File: src/rtl/dh_pkg.sv
package dh_pkg;

    localparam int MOD_BITS_DEFAULT = 32;
    localparam int FIELD_W = 32;
    localparam int CFG_IDX_W = 1;

    localparam logic [CFG_IDX_W-1:0] REG_MODULUS = 1'd0;
    localparam logic [CFG_IDX_W-1:0] REG_GENERATOR = 1'd1;

    typedef enum logic [2:0] {
        ST_IDLE,
        ST_REDUCE,
        ST_RED_WAIT,
        ST_LOOP,
        ST_MUL_WAIT,
        ST_FINISH,
        ST_OUTPUT
    } dh_state_t;

    typedef struct packed {
        logic start;
        logic busy;
        logic done;
    } dh_mul_ctrl_t;

endpackage

File: src/rtl/diffie_hellman_key_exchange_core.sv
// channel  direction  handshake                 payload
// s_       in         s_tvalid/s_tready         tdata: secret_a, secret_b
// m_       out        m_tvalid/m_tready         tdata: public_a, public_b, shared_a, shared_b, agree
// cfg_     in         cfg_valid/cfg_ready       cfg_index, cfg_data
// one item runs four exponentiations on a shared shift-and-add modular multiplier
// MW = min(MOD_BITS, 32); the multiplier works on MW-bit operands
// each exponentiation: optional base reduction on the multiplier, up to 63 multiplies
// not ready for input or configuration from acceptance until the result transaction completes
// aresetn is synchronous; modulus resets to 13 and generator to 4
module diffie_hellman_key_exchange_core
    import dh_pkg::*;
#(
    parameter int MOD_BITS = MOD_BITS_DEFAULT
) (
    input  logic                    aclk,
    input  logic                    aresetn,
    input  logic                    s_tvalid,
    output logic                    s_tready,
    input  logic [2*FIELD_W-1:0]    s_tdata,   // secret_a, secret_b
    output logic                    m_tvalid,
    input  logic                    m_tready,
    // public_a, public_b, shared_from_a, shared_from_b, keys_agree
    output logic [4*FIELD_W+7:0]    m_tdata,
    input  logic                    cfg_valid,
    output logic                    cfg_ready,
    input  logic [CFG_IDX_W-1:0]    cfg_index,
    input  logic [FIELD_W-1:0]      cfg_data
);

    localparam int MW = (MOD_BITS < FIELD_W) ? MOD_BITS : FIELD_W;

    dh_state_t state_reg, state_next;
    logic [MW-1:0] mod_reg, gen_reg;
    logic [FIELD_W-1:0] xa_reg, xb_reg;
    logic [MW-1:0] acc_reg, acc_next;
    logic [MW-1:0] sq_reg, sq_next;
    logic [FIELD_W-1:0] exp_reg, exp_next;
    logic [1:0] phase_reg, phase_next;
    logic [MW-1:0] pub_a_reg, pub_b_reg, ka_reg, kb_reg;
    logic mul_sel_reg, mul_sel_next;
    logic mul_start;
    logic [MW-1:0] mul_a, mul_b, mul_p, base;
    dh_mul_ctrl_t mul_ctrl;
    logic [FIELD_W-1:0] cur_exp;
    logic [MW-1:0] fin_val;

    dh_modmul #(.MOD_BITS(MW)) u_mul (
        .aclk(aclk), .aresetn(aresetn), .start(mul_start),
        .a_in(mul_a), .b_in(mul_b), .m_in(mod_reg),
        .ctrl(mul_ctrl), .product(mul_p)
    );

    assign s_tready = (state_reg == ST_IDLE);
    assign m_tvalid = (state_reg == ST_OUTPUT);
    assign cfg_ready = (state_reg == ST_IDLE);

    always_comb begin
        unique case (phase_reg)
            2'd0: begin base = gen_reg; cur_exp = xa_reg; end
            2'd1: begin base = gen_reg; cur_exp = xb_reg; end
            2'd2: begin base = pub_b_reg; cur_exp = xa_reg; end
            default: begin base = pub_a_reg; cur_exp = xb_reg; end
        endcase
    end

    // base reduction runs on the multiplier as 1 * base mod p
    assign fin_val = (exp_reg != '0 && sq_reg == '0) ? '0 : acc_reg;
    assign mul_a = (state_reg == ST_REDUCE) ? MW'(1) : (exp_reg[0] ? acc_reg : sq_reg);
    assign mul_b = (state_reg == ST_REDUCE) ? base : sq_reg;

    always_comb begin
        state_next = state_reg;
        unique case (state_reg)
            ST_IDLE:   if (s_tvalid) state_next = (mod_reg < MW'(2)) ? ST_OUTPUT : ST_REDUCE;
            ST_REDUCE: state_next = (base >= mod_reg) ? ST_RED_WAIT : ST_LOOP;
            ST_RED_WAIT: if (mul_ctrl.done) state_next = ST_LOOP;
            ST_LOOP:   state_next = (exp_reg != '0 && sq_reg > MW'(1)) ? ST_MUL_WAIT : ST_FINISH;
            ST_MUL_WAIT: if (mul_ctrl.done) state_next = ST_LOOP;
            ST_FINISH: state_next = (phase_reg == 2'd3) ? ST_OUTPUT : ST_REDUCE;
            ST_OUTPUT: if (m_tready) state_next = ST_IDLE;
            default:   state_next = ST_IDLE;
        endcase
    end

    always_comb begin
        acc_next = acc_reg;
        sq_next = sq_reg;
        exp_next = exp_reg;
        phase_next = phase_reg;
        mul_sel_next = mul_sel_reg;
        mul_start = 1'b0;
        unique case (state_reg)
            ST_IDLE: phase_next = 2'd0;
            ST_REDUCE: begin
                acc_next = MW'(1);
                exp_next = cur_exp;
                if (base >= mod_reg) begin
                    mul_start = 1'b1;
                end else begin
                    sq_next = base;
                end
            end
            ST_RED_WAIT: begin
                if (mul_ctrl.done) sq_next = mul_p;
            end
            ST_LOOP: begin
                if (exp_reg != '0 && sq_reg > MW'(1)) begin
                    mul_start = 1'b1;
                    mul_sel_next = exp_reg[0];
                end
            end
            ST_MUL_WAIT: begin
                if (mul_ctrl.done) begin
                    if (mul_sel_reg) begin
                        acc_next = mul_p;
                        exp_next = exp_reg - 1'b1;
                    end else begin
                        sq_next = mul_p;
                        exp_next = exp_reg >> 1;
                    end
                end
            end
            ST_FINISH: phase_next = phase_reg + 2'd1;
            ST_OUTPUT: ;
            default: ;
        endcase
    end

    always_ff @(posedge aclk) begin
        acc_reg <= acc_next;
        sq_reg <= sq_next;
        exp_reg <= exp_next;
        mul_sel_reg <= mul_sel_next;
        if (state_reg == ST_IDLE && s_tvalid) begin
            xa_reg <= s_tdata[FIELD_W-1:0];
            xb_reg <= s_tdata[2*FIELD_W-1:FIELD_W];
            if (mod_reg < MW'(2)) begin
                pub_a_reg <= '0;
                pub_b_reg <= '0;
                ka_reg <= '0;
                kb_reg <= '0;
            end
        end
        if (state_reg == ST_FINISH) begin
            unique case (phase_reg)
                2'd0: pub_a_reg <= fin_val;
                2'd1: pub_b_reg <= fin_val;
                2'd2: ka_reg <= fin_val;
                default: kb_reg <= fin_val;
            endcase
        end
        if (!aresetn) begin
            state_reg <= ST_IDLE;
            phase_reg <= 2'd0;
            mod_reg <= MW'(13);
            gen_reg <= MW'(4);
        end else begin
            state_reg <= state_next;
            phase_reg <= phase_next;
            if (cfg_valid && cfg_ready) begin
                unique case (cfg_index)
                    REG_MODULUS:   mod_reg <= cfg_data[MW-1:0];
                    REG_GENERATOR: gen_reg <= cfg_data[MW-1:0];
                    default: ;
                endcase
            end
        end
    end

    always_comb begin
        m_tdata = '0;
        m_tdata[FIELD_W-1:0] = FIELD_W'(pub_a_reg);
        m_tdata[2*FIELD_W-1:FIELD_W] = FIELD_W'(pub_b_reg);
        m_tdata[3*FIELD_W-1:2*FIELD_W] = FIELD_W'(ka_reg);
        m_tdata[4*FIELD_W-1:3*FIELD_W] = FIELD_W'(kb_reg);
        m_tdata[4*FIELD_W] = (ka_reg == kb_reg);
    end

`ifndef SYNTHESIS
    a_no_ready_busy: assert property (@(posedge aclk) disable iff (!aresetn)
        (state_reg != ST_IDLE) |-> !s_tready) else $error("ready while busy");
    a_out_holds: assert property (@(posedge aclk) disable iff (!aresetn)
        (m_tvalid && !m_tready) |=> m_tvalid) else $error("result dropped");
    a_wait_mul_busy: assert property (@(posedge aclk) disable iff (!aresetn)
        (state_reg == ST_MUL_WAIT || state_reg == ST_RED_WAIT)
            |-> (mul_ctrl.busy || mul_ctrl.done))
        else $error("multiplier idle while waited on");
`endif

endmodule

File: src/rtl/dh_modmul.sv
module dh_modmul
    import dh_pkg::*;
#(
    parameter int MOD_BITS = MOD_BITS_DEFAULT
) (
    input  logic                aclk,
    input  logic                aresetn,
    input  logic                start,
    input  logic [MOD_BITS-1:0] a_in,
    input  logic [MOD_BITS-1:0] b_in,
    input  logic [MOD_BITS-1:0] m_in,
    output dh_mul_ctrl_t        ctrl,
    output logic [MOD_BITS-1:0] product
);

    logic [MOD_BITS-1:0] a_reg, a_next;
    logic [MOD_BITS-1:0] b_reg, b_next;
    logic [MOD_BITS-1:0] r_reg, r_next;
    logic                busy_reg, busy_next;
    logic                done_reg, done_next;

    function automatic logic [MOD_BITS-1:0] add_mod(
        input logic [MOD_BITS-1:0] x,
        input logic [MOD_BITS-1:0] y,
        input logic [MOD_BITS-1:0] m
    );
        logic [MOD_BITS-1:0] room;
        room = m - y;
        return (x >= room) ? (x - room) : (x + y);
    endfunction

    always_comb begin
        a_next = a_reg;
        b_next = b_reg;
        r_next = r_reg;
        busy_next = busy_reg;
        done_next = 1'b0;
        if (start) begin
            a_next = a_in;
            b_next = b_in;
            r_next = '0;
            busy_next = 1'b1;
        end else if (busy_reg) begin
            if (b_reg == '0) begin
                busy_next = 1'b0;
                done_next = 1'b1;
            end else begin
                if (b_reg[0]) begin
                    r_next = add_mod(r_reg, a_reg, m_in);
                end
                a_next = add_mod(a_reg, a_reg, m_in);
                b_next = b_reg >> 1;
            end
        end
    end

    always_ff @(posedge aclk) begin
        a_reg <= a_next;
        b_reg <= b_next;
        r_reg <= r_next;
        if (!aresetn) begin
            busy_reg <= 1'b0;
            done_reg <= 1'b0;
        end else begin
            busy_reg <= busy_next;
            done_reg <= done_next;
        end
    end

    assign ctrl.start = start;
    assign ctrl.busy = busy_reg;
    assign ctrl.done = done_reg;
    assign product = r_reg;

`ifndef SYNTHESIS
    a_done_after_busy: assert property (@(posedge aclk) disable iff (!aresetn)
        done_reg |-> $past(busy_reg)) else $error("done without busy");
    a_done_clears_busy: assert property (@(posedge aclk) disable iff (!aresetn)
        done_reg |-> !busy_reg) else $error("busy after done");
    a_result_below_mod: assert property (@(posedge aclk) disable iff (!aresetn)
        (done_reg && m_in != '0) |-> (r_reg < m_in)) else $error("product not reduced");
`endif

endmodule
File: config.mk
export PLATFORM = sky130hd
export DESIGN_NAME = diffie_hellman_key_exchange_core
export DESIGN_NICKNAME = d
export VERILOG_FILES = /design/src/rtl/dh_pkg.sv /design/src/rtl/diffie_hellman_key_exchange_core.sv /design/src/rtl/dh_modmul.sv
export SDC_FILE = /design/constraint.sdc
export NUM_CORES = 1
export LEC_CHECK = 0
export BUFFER_PORTS_ARGS = -buffer_cell sky130_fd_sc_hd__buf_2
export CORE_ASPECT_RATIO = 1.75
export CORE_MARGIN = 2
export CORE_UTILIZATION = 30
export CTS_CLUSTER_SIZE = 8
export DETAILED_ROUTE_END_ITERATION = 7
export HOLD_SLACK_MARGIN = 0.05
export PLACE_DENSITY_LB_ADDON = 0.08
export SLEW_MARGIN = 20
export SYNTH_ARGS = -nofsm -noshare
export SYNTH_HDL_FRONTEND = slang
export SYNTH_SLANG_ARGS = --single-unit
File: constraint.sdc
create_clock -name aclk -period 12.1 [get_ports aclk]
set_input_delay 0 -clock aclk [delete_from_list [all_inputs] [get_ports aclk]]
set_output_delay 0 -clock aclk [all_outputs]
set_load 0.02 [all_outputs]
==> impl_metrics.tcl, run 1 <==
set metrics [dict create \
    worstRegToRegCells 26 \
    critical_path_class "reg -> reg" \
    die_width_um 233 \
    fmax_mhz 145 \
    port_buffers 233 \
    timing.critical_path.mode_cell "a21oi_1" \
    tightest_slew_ns 1.07 \
    rsz0062_at_grt "false" \
    drv_slew 0 \
    place_hpwl_mm 77.0 \
    period_share 0.568 \
    synth_edf_count 225 \
    synthTopCellsByCount "nand2_1 (443), dfxtp_1 (231), edfxtp_1 (225)" \
    wl_per_cell_um 22.0 \
    grt_pass1_wl_mm 151 \
    synth_cells 3028 \
    area_growth_pct 22.1 \
    synth_most_common_cell "nand2_1" \
    peakVddDrop_v 0.000109 \
    core.rowCount 146 \
    ys_seq_area_frac 0.415 \
    maxSlewHeadroom 0.283 \
    drt_iter0_drc 1076 \
    drtPass1Iterations 5 \
    num_vias 24100 \
    hp-start "cfg_data[28]" \
    synth_area_leaders "edfxtp_1 (25%), dfxtp_1 (17%), ha_1 (7.0%), nand2_1 (6.1%), mux2i_1 (3.6%)" \
    hold_path.class "in -> reg" \
    synth_cell_types 93 \
    cp_slowest_cell "nand2b_1" \
    tritoncts "done" \
    pin_count 241 \
    setup_viol 0 \
    die_y_um 404 \
    syn_area_mm2 0.0275 \
    yosysTopAreaCell "edfxtp_1" \
    worstHoldPathCells 4 \
    reg2reg_setup_slack_ns 5.23 \
    fin_cells 4592 \
    whs_ns 0.185 \
    worst-path-max-fanout 52 \
    antenna_found_initial 0 \
    wl_mm 101 \
    coreArea_mm2 0.0906 \
    final-hold-violation-count 0 \
    pwr_density_cell_mw_per_mm2 273 \
    crit_path_start_kind "register" \
    endpoint_kind "register" \
    grt_overflow 0 \
    whs_endpoint "gen_reg[28]" \
    synth.top_cell.area_share 0.246 \
    hold_buffers 175 \
    synth-main-ff-cell "dfxtp_1" \
    synth.avg_cell_area_um2 9.07 \
    tns_ns 0 \
    cts_root_buffer "clkbuf_16" \
    min_period_ns 6.87 \
    track_usage 0.213 \
    placedCellCount 4310 \
    h-tree-depth 3 \
    insertion_delay_ns 0.65 \
    max_stage_delay_ns 0.45 \
    power_leakage_nw 13.9 \
    initial_core_util 0.303 \
    worst-endpoint-arrival_ns 7.27 \
    nFillCells 9213 \
    r2r-start "u_mul.a_reg[0]" \
    grt_pass1_vias 24500 \
    post_cts.repair.setup_buffers 0 \
    clkTransAtPathRegs_ns 0.05 \
    numCtsBuffers 68 \
    drc_errors 0 \
    clockBufferDepth 3 \
    yosys_warnings 0 \
    post_cts_resize_count 0 \
    via_per_inst 5.24 \
    synth-async-reset-ratio 0 \
    cap_violations 0 \
    final_util 0.370 \
    layout.nets 3631 \
    cts.sinks 456 \
    status "complete, no violations" \
    drive_gt1_frac 0.124 \
    synth_seq_cells 456 \
    reg2reg_to "u_mul.a_reg[25]" \
    fin_worst_skew_ns 0.0215 \
    required_ns 12.50 \
    grt_start_max_net_pins 88 \
    gp_congestion 0.873 \
    antenna_left 0 \
    design.die.area_mm2 0.0940 \
]
[cells in the final DEF, fill, tap and decap left out, drive strengths merged, types with 11 or more instances in the layout]
cell / synthesis / layout
a211oi: 36 / 36
a21boi: 67 / 67
a21o: 73 / 73
a21oi: 189 / 189
a22oi: 31 / 31
a31oi: 15 / 15
and2: 16 / 16
and3: 45 / 45
buf: 22 / 266
clkbuf: 152 / 97
dfxtp: 231 / 231
dlygate4sd3: 0 / 175
edfxtp: 225 / 225
ha: 154 / 154
inv: 125 / 129
mux2: 35 / 35
mux2i: 99 / 99
nand2: 444 / 444
nand2b: 21 / 21
nand3: 44 / 44
nand4: 30 / 30
nor2: 173 / 173
nor2b: 15 / 15
nor3: 37 / 37
nor4: 46 / 46
o211ai: 49 / 49
o21a: 25 / 25
o21ai: 159 / 159
o21bai: 11 / 11
o22ai: 154 / 154
o31ai: 15 / 15
or3: 21 / 21
xnor2: 83 / 83
xor2: 78 / 78
[worst max-delay path: cells and delay by family, from the launching register on]
| kind | cells | cell delay, ns |
|---|---|---|
| AOI/OAI and AO/OA | 16 | 3.33 |
| xor gates and xnor gates | 1 | 0.29 |
| adders and majority gates | 3 | 0.97 |
| buffers and inverters | 2 | 0.35 |
| DFF | 1 | 0.42 |
| and+or+nand+nor | 4 | 1.23 |
[cells by family (layout without fill, tap and decap cells)]
group	Yosys count	after routing	synth area share
buf+inv	300	673	0.0428
flops	456	456	0.415
compound gates	893	893	0.211
mux	134	134	0.0505
xor+xnor	163	163	0.0540
fa+ha+maj	163	163	0.0749
simple gates	918	918	0.152
other cells	1	8	0.000137
[report_power, final]
group / leakage (nW) / switching (mW) / internal (mW) / total (mW)
Sequential: 4.01 / 0.362 / 2.04 / 2.41
Clock: 0.943 / 0.762 / 1.06 / 1.82
Combinational: 8.91 / 3.03 / 1.91 / 4.93
[how the worst max path moves through the flow]
stage / from / to / slack (ns) / cells after the start
6_report: u_mul.a_reg[0] / u_mul.a_reg[25] / 5.23 / 26
5_1_grt: u_mul.a_reg[0] / u_mul.a_reg[25] / 4.71 / 26
4_1_cts: u_mul.a_reg[0] / u_mul.product[31] / 5.18 / 24
3_5_place_dp: u_mul.a_reg[0] / u_mul.product[31] / 5.21 / 24
3_3_place_gp: u_mul.a_reg[0] / u_mul.product[31] / 5.24 / 24
2_1_floorplan: phase_reg[0] / u_mul.busy_reg / 6.65 / 21
[through the flow]
stage               setup WS, ns  area [um2]  power [mW]
detailed placement          5.21       29800        7.31
global placement            5.24       29800        7.29
floorplan                   6.65       27500        5.85
CTS                         5.18       33500        9.24
global route                4.71       33500        9.85
finish                      5.23       33500        9.16
[final cells by class]
| type | count | area [um2] | area share |
|---|---|---|---|
| timing repair buffer | 441 | 3170 | 0.0945 |
| tap | 1184 | 1480 | 0.0442 |
| clock inverter | 9 | 118 | 0.00351 |
| inverter | 126 | 473 | 0.0141 |
| clock buffer | 97 | 1840 | 0.0550 |
| antenna | 1 | 2.50 | 0.0000747 |
| sequential | 456 | 11400 | 0.340 |
| multi-input combinational | 2278 | 15000 | 0.449 |
[routing by layer]
layer,global-route usage,part of all wire
met1,0.235,0.39
met2,0.402,0.53
met3,0.0230,0.035
met4,0.103,0.045
met5,0,0
Note: power is estimated with default switching activity, not from simulation.
==> inputs of run 2 (changes only) <==
==> constraint.sdc (replaced) <==
create_clock -name aclk -period 6.8 [get_ports aclk]
set_input_delay 0 -clock aclk [delete_from_list [all_inputs] [get_ports aclk]]
set_output_delay 0 -clock aclk [all_outputs]
set_load 0.02 [all_outputs]
==> run 2 against run 1 <==
Worst hold slack worse by 0.091 ns. Clock power up 75%. Non-clock buffer count up 24. Die area unchanged. Routed wire length down 0.57%. First-iteration DRC count down 3.6%. Clock skew up 0.010 ns. Cell count up 0.48%. Combinational power up 83%. Sequential cell count unchanged. Worst setup slack worse by 4.8 ns. Largest power group unchanged.
==> impl_metrics.tcl, run 2 (same netlist as run 1, synthesis figures left out) <==
set metrics [dict create \
    status "complete, no violations" \
    fin_worst_skew_ns 0.0320 \
    peakVddDrop_v 0.000323 \
    top_usage_layer "met2" \
    reg2reg_to "u_mul.product[31]" \
    endpoint_kind "register" \
    combPwrFrac 0.547 \
    drv_slew 0 \
    required_ns 7.34 \
    grt_pass1_wl_mm 149 \
    layout.nets 3654 \
    power.internal_mw 9.02 \
    timing.critical_path.to "u_mul.product[31]" \
    port_buffers 233 \
    drive_gt1_frac 0.132 \
    fin_cells 4614 \
    final_cell_mix "nand2_1 (438), buf_2 (233), dfxtp_1 (231)" \
    worstRegToRegCells 24 \
    tightest_slew_ns 1.20 \
    placed_cell_area_mm2 0.0300 \
    period_share 0.938 \
    grt_overflow 0 \
    n_antenna_cell 0 \
    crit_path_start_kind "register" \
    drtPass1Iterations 5 \
    cp_num_buf_inv 1 \
    cts.sinks 456 \
    final_common_cell "nand2_1" \
    finish.instance_area_mm2 0.0337 \
    cp_slowest_cell "fa_1" \
    worst-endpoint-arrival_ns 6.91 \
    min_period_ns 6.38 \
    grt_use_met1 0.229 \
    place_hpwl_mm 77.7 \
    clockBufferDepth 3 \
    grt_start_max_net_pins 72 \
    wl_mm 100 \
    initial_core_util 0.303 \
    path_depth 24 \
    power_frac_seq 0.261 \
    tritoncts "done" \
    crit_start "u_mul.a_reg[0]" \
    die_y_um 404 \
    final-hold-violation-count 0 \
    antenna_found_initial 0 \
    cap_violations 0 \
    grt_pass1_vias 24300 \
    drt_iter0_drc 1037 \
    area_growth_pct 22.7 \
    die_width_um 233 \
    numCtsBuffers 67 \
    clkTransAtPathRegs_ns 0.06 \
    r2r-start "u_mul.a_reg[0]" \
    grt.met2_usage 0.407 \
    reg2reg_setup_slack_ns 0.42 \
    core.rowCount 146 \
    num_vias 24100 \
    use_met3 0.0247 \
    post_cts.repair.setup_buffers 0 \
    setup_viol 0 \
    max_stage_delay_ns 0.45 \
    crit_family "compound AO/OA/AOI/OAI gates" \
    clockPowerShare 0.193 \
    drc_errors 0 \
    h-tree-depth 3 \
    wl_per_cell_um 21.7 \
    gp_congestion 0.895 \
    design.die.area_mm2 0.0940 \
    hold_path.class "in -> reg" \
    insertion_delay_ns 0.66 \
    rsz0062_at_grt "false" \
    antenna_left 0 \
    power.switching_mw 7.48 \
    netSwitchingFraction 0.453 \
    power_leakage_nw 14.0 \
    placedCellCount 4338 \
    cts_root_buffer "clkbuf_16" \
    track_usage 0.211 \
    maxSlewHeadroom 0.190 \
    critical_path_class "reg -> reg" \
    path_cells "ha_1 -> inv_1 -> fa_1 -> a211oi_1 -> o211ai_1 -> and2_1 -> a31oi_1 -> o21bai_1 -> a21oi_1 -> xor2_1 -> ha_1 -> a21oi_1 -> a31oi_1 -> nor2_1 -> o311ai_2 -> a311oi_1 -> o311ai_1 -> a221oi_2 -> o32ai_1 -> nor3_1 -> a31oi_2 -> a2111oi_2 -> a2111oi_0 -> a31o_1" \
    fmax_mhz 157 \
    via_per_inst 5.22 \
    pwr_density_cell_mw_per_mm2 490 \
    coreArea_mm2 0.0906 \
    tns_ns 0 \
    finalPower_mw 16.5 \
    pin_count 241 \
    worst-path-max-fanout 5 \
]
[run 2: changes by cell type in the layout (fill, tap and decap cells not counted), sizes merged]
cell | before | now
buf | 266 | 294
clkinvlp | 1 | 0
clkbuf | 97 | 98
clkinv | 5 | 6
dlygate4sd3 | 175 | 171
diode | 1 | 0
inv | 129 | 127
[run 2: worst reg2reg max path, cell delays in order, from the launching register on]
cell and delay (ns):
edfxtp_1 0.43, ha_1 0.21, inv_1 0.06, fa_1 0.45
a211oi_1 0.37, o211ai_1 0.25, and2_1 0.24, a31oi_1 0.31
o21bai_1 0.11, a21oi_1 0.18, xor2_1 0.25, ha_1 0.34
a21oi_1 0.21, a31oi_1 0.13, nor2_1 0.20, o311ai_2 0.20
a311oi_1 0.35, o311ai_1 0.25, a221oi_2 0.31, o32ai_1 0.13
nor3_1 0.34, a31oi_2 0.25, a2111oi_2 0.39, a2111oi_0 0.11
a31o_1 0.23
[run 2: final cells by class]
type                            count  area, um2
Clock buffer                       98       1810
Clock inverter                      7        123
Fill cell                        9271      56900
Inverter                          126        473
Multi-Input combinational cell   2278      15100
Sequential cell                   456      11400
Tap cell                         1184       1480
Timing Repair Buffer              465       3360
[run 2: layer usage]
metal	routed length (um)	up-vias
li1	-	11800
met1	39000	11500
met2	54200	618
met3	3540	142
met4	3520	0
met5	0	-
[run 2: power groups by stage]
stage,registers [mW],logic (mW),clock network [mW]
floorplan,4.19,6.22,0
global placement,4.34,8.84,0
detailed placement,4.34,8.92,0
CTS,4.30,9.03,3.29
global route,4.38,9.91,3.38
finish,4.30,9.02,3.18
[run 2: worst min-delay path by stage]
stage,from,end,slack [ns],depth (start not counted)
3_5_place_dp,s_tdata[10],xa_reg[10],0.18,1
6_report,cfg_valid,gen_reg[4],0.09,5
2_1_floorplan,s_tdata[0],xa_reg[0],0.1,0
5_1_grt,cfg_valid,gen_reg[5],0.10,5
3_3_place_gp,s_tdata[50],xb_reg[18],0.18,1
4_1_cts,cfg_valid,gen_reg[4],0.06,5
[run 2: what timing repair did]
item                       4_1_cts  5_1_grt
setup endpoints to repair        0        2
hold buffers                   171        0
hold endpoints to repair       132        0
resized for setup                0        3
[run 2: metrics by stage]
| step | hold slack [ns] | util | setup WS [ns] |
|---|---|---|---|
| after floorplan | 0.0989 | - | 1.35 |
| after global placement | 0.176 | 0.331 | 0.574 |
| after detailed placement | 0.178 | 0.331 | 0.459 |
| after CTS | 0.0584 | 0.372 | 0.410 |
| after global routing | 0.102 | 0.372 | 0.0182 |
| final | 0.0937 | 0.372 | 0.422 |
==> inputs of run 3 (changes only) <==
--- a/config.mk
+++ b/config.mk
@@ -5,6 +5,7 @@
 export SDC_FILE = /design/constraint.sdc
 export NUM_CORES = 1
 export LEC_CHECK = 0
+export ABC_AREA = 1
 export BUFFER_PORTS_ARGS = -buffer_cell sky130_fd_sc_hd__buf_2
 export CORE_ASPECT_RATIO = 1.75
 export CORE_MARGIN = 2
==> run 3 against run 2 <==
Clock power grew 2%. Sequential power grew 10%. Synthesized cell count grew 21%. Sequential share of layout area shrank 0.53 points. Die area grew 2.1%. Global-route usage grew 1.1 points. Synthesized area grew 2.2%. Largest power group unchanged.
==> impl_metrics.tcl, run 3 <==
set metrics [dict create \
    status "complete, no violations" \
    clockPowerShare 0.169 \
    tns_ns 0 \
    tritoncts "done" \
    worst-endpoint-arrival_ns 6.41 \
    critical_path_class "reg -> reg" \
    nFillCells 9881 \
    drtPass1Iterations 5 \
    synth-main-ff-cell "dfxtp_1" \
    synth.avg_cell_area_um2 7.63 \
    power_frac_seq 0.247 \
    grt_start_max_net_pins 77 \
    combPwrFrac 0.584 \
    drv_slew 0 \
    reg2reg_to "u_mul.product[29]" \
    track_usage 0.222 \
    worst-path-max-fanout 58 \
    drc_errors 0 \
    synth_cell_types 53 \
    crit_path_start_kind "register" \
    worstRegToRegCells 26 \
    synth.top_cell.area_share 0.241 \
    setup_ws_ns 0.914 \
    regArea_mm2 0.0114 \
    drive_gt1_frac 0.105 \
    power.switching_mw 9.56 \
    rsz0062_at_grt "false" \
    cap_violations 0 \
    fin_worst_skew_ns 0.0390 \
    finalPower_mw 19.2 \
    hold_buffers 183 \
    clkTransAtPathRegs_ns 0.05 \
    drt_iter0_drc 974 \
    die_y_um 408 \
    grt_pass1_vias 27000 \
    hold_path.class "in -> reg" \
    insertion_delay_ns 0.66 \
    grt_overflow 0 \
    h-tree-depth 3 \
    cts_root_buffer "clkbuf_16" \
    setup_viol 0 \
    initial_core_util 0.302 \
    synth-async-reset-ratio 0 \
    endpoint_kind "register" \
    port_buffers 233 \
    cp_slowest_cell "nand4_4" \
    pwr_density_cell_mw_per_mm2 560 \
    post_cts.repair.setup_buffers 0 \
    yosysTopAreaCell "edfxtp_1" \
    tightest_slew_ns 0.992 \
    num_vias 26100 \
    via_per_inst 4.93 \
    power.internal_mw 9.61 \
    die_width_um 235 \
    layout.nets 4309 \
    gp_congestion 0.905 \
    post_cts_resize_count 0 \
    worstHoldPathCells 2 \
    antenna_left 0 \
    synth_seq_cells 456 \
    yosys_warnings 0 \
    grt_pass1_wl_mm 162 \
    cts.sinks 456 \
    netSwitchingFraction 0.499 \
    power_leakage_nw 14.9 \
    n_antenna_cell 0 \
    multi_input_area_mm2 0.0145 \
    required_ns 7.32 \
    synthTopCellsByCount "nand2_1 (696), inv_1 (414), o21ai_0 (373)" \
    synth_area_leaders "edfxtp_1 (24%), dfxtp_1 (16%), nand2_1 (9.3%), ha_1 (6.9%), o21ai_0 (6.7%)" \
    final-hold-violation-count 0 \
    hp-start "s_tdata[3]" \
    synth_cells 3675 \
    core.rowCount 148 \
    numCtsBuffers 68 \
    peakVddDrop_v 0.000313 \
    synth_most_common_cell "nand2_1" \
    pre_cts_slack_ns 0.750 \
    syn_area_mm2 0.0280 \
    reg2reg_setup_slack_ns 0.91 \
    final_common_cell "nand2_1" \
    fmax_mhz 170 \
    synth_edf_count 225 \
    maxSlewHeadroom 0.333 \
    r2r-start "u_mul.a_reg[2]" \
    antenna_found_initial 0 \
    wl_mm 108 \
    period_share 0.866 \
    max_stage_delay_ns 0.78 \
    whs_endpoint "xa_reg[3]" \
    final_cell_mix "nand2_1 (688), inv_1 (411), o21ai_0 (372)" \
    ys_seq_area_frac 0.406 \
    pin_count 241 \
    area_growth_pct 22.1 \
    wl_per_cell_um 20.5 \
    coreArea_mm2 0.0928 \
    place_hpwl_mm 85.5 \
    design.die.area_mm2 0.0961 \
    clockBufferDepth 3 \
    min_period_ns 5.89 \
]
[run 3: cell types whose count changed after synthesis, moves of 42 or more]
cell,change
inv_1,+290
a21o_1,-67
o22ai_1,-153
nand2_1,+253
a21oi_1,+85
and3_1,-42
a21boi_0,-64
mux2i_1,-99
o21ai_0,+221
nand3_1,+215
nor2_1,+195
[run 3: power groups by stage]
| stage | Combinational, mW | Sequential, mW | Clock, mW |
|---|---|---|---|
| floorplan | 7.79 | 4.70 | 0 |
| global placement | 11.1 | 4.79 | 0 |
| detailed placement | 11.1 | 4.79 | 0 |
| CTS | 11.3 | 4.74 | 3.35 |
| global route | 12.5 | 4.84 | 3.42 |
| finish | 11.2 | 4.73 | 3.23 |
[run 3: critical path, delay by kind of cell, from the launching register on]
family | cells | cell delay, ns
simple gates | 14 | 3.09
compound gates | 6 | 1.01
fa+ha+maj | 2 | 0.58
flops | 1 | 0.44
xor+xnor | 1 | 0.34
buf+inv | 3 | 0.25
[run 3: worst max-delay path by stage]
| stage | startpoint | endpoint | slack (ns) | cells past startpoint |
|---|---|---|---|---|
| global route | u_mul.a_reg[5] | u_mul.product[31] | 0.35 | 29 |
| finish | u_mul.a_reg[2] | u_mul.product[29] | 0.91 | 26 |
| CTS | u_mul.a_reg[2] | u_mul.product[29] | 0.73 | 26 |
| global placement | u_mul.a_reg[2] | u_mul.product[29] | 0.78 | 26 |
| detailed placement | u_mul.a_reg[2] | u_mul.product[29] | 0.75 | 26 |
| floorplan | phase_reg[0] | sq_reg[0] | 0.16 | 17 |
[run 3: cell type report]
class,count,share of cell area
flip-flops and latches,456,0.332
inverters,417,0.0458
well taps,1200,0.0439
repair buffers,454,0.0970
multi-input cells,2652,0.424
clock inverters,8,0.00351
clock buffers,95,0.0530
[run 3: logic make-up (layout without fill, tap and decap cells)]
logic type | count (synthesis) | in the layout | synth area share
flops | 456 | 456 | 0.406
other cells | 1 | 7 | 0.000134
simple gates | 1513 | 1513 | 0.233
xor+xnor | 142 | 142 | 0.0443
fa+ha+maj | 158 | 158 | 0.0716
compound gates | 832 | 832 | 0.165
buf+inv | 573 | 974 | 0.0798
[run 3: layer usage]
| metal | global-route usage | wire [um] |
|---|---|---|
| met1 | 0.226 | 40400 |
| met2 | 0.439 | 59200 |
| met3 | 0.0248 | 3240 |
| met4 | 0.111 | 5480 |
| met5 | 0 | 0 |
[run 3: through the flow]
step | cell area [um2] | hold WS (ns) | cells | util
6_report | 34200 | 0.106 | 5282 | 0.369
5_1_grt | 34200 | 0.0930 | 5282 | 0.369
4_1_cts | 34200 | 0.0548 | 5282 | 0.369
3_5_place_dp | 30500 | 0.178 | 4996 | 0.328
3_3_place_gp | 30500 | 0.176 | 4996 | 0.328
2_1_floorplan | 28100 | 0.0989 | 3681 | -
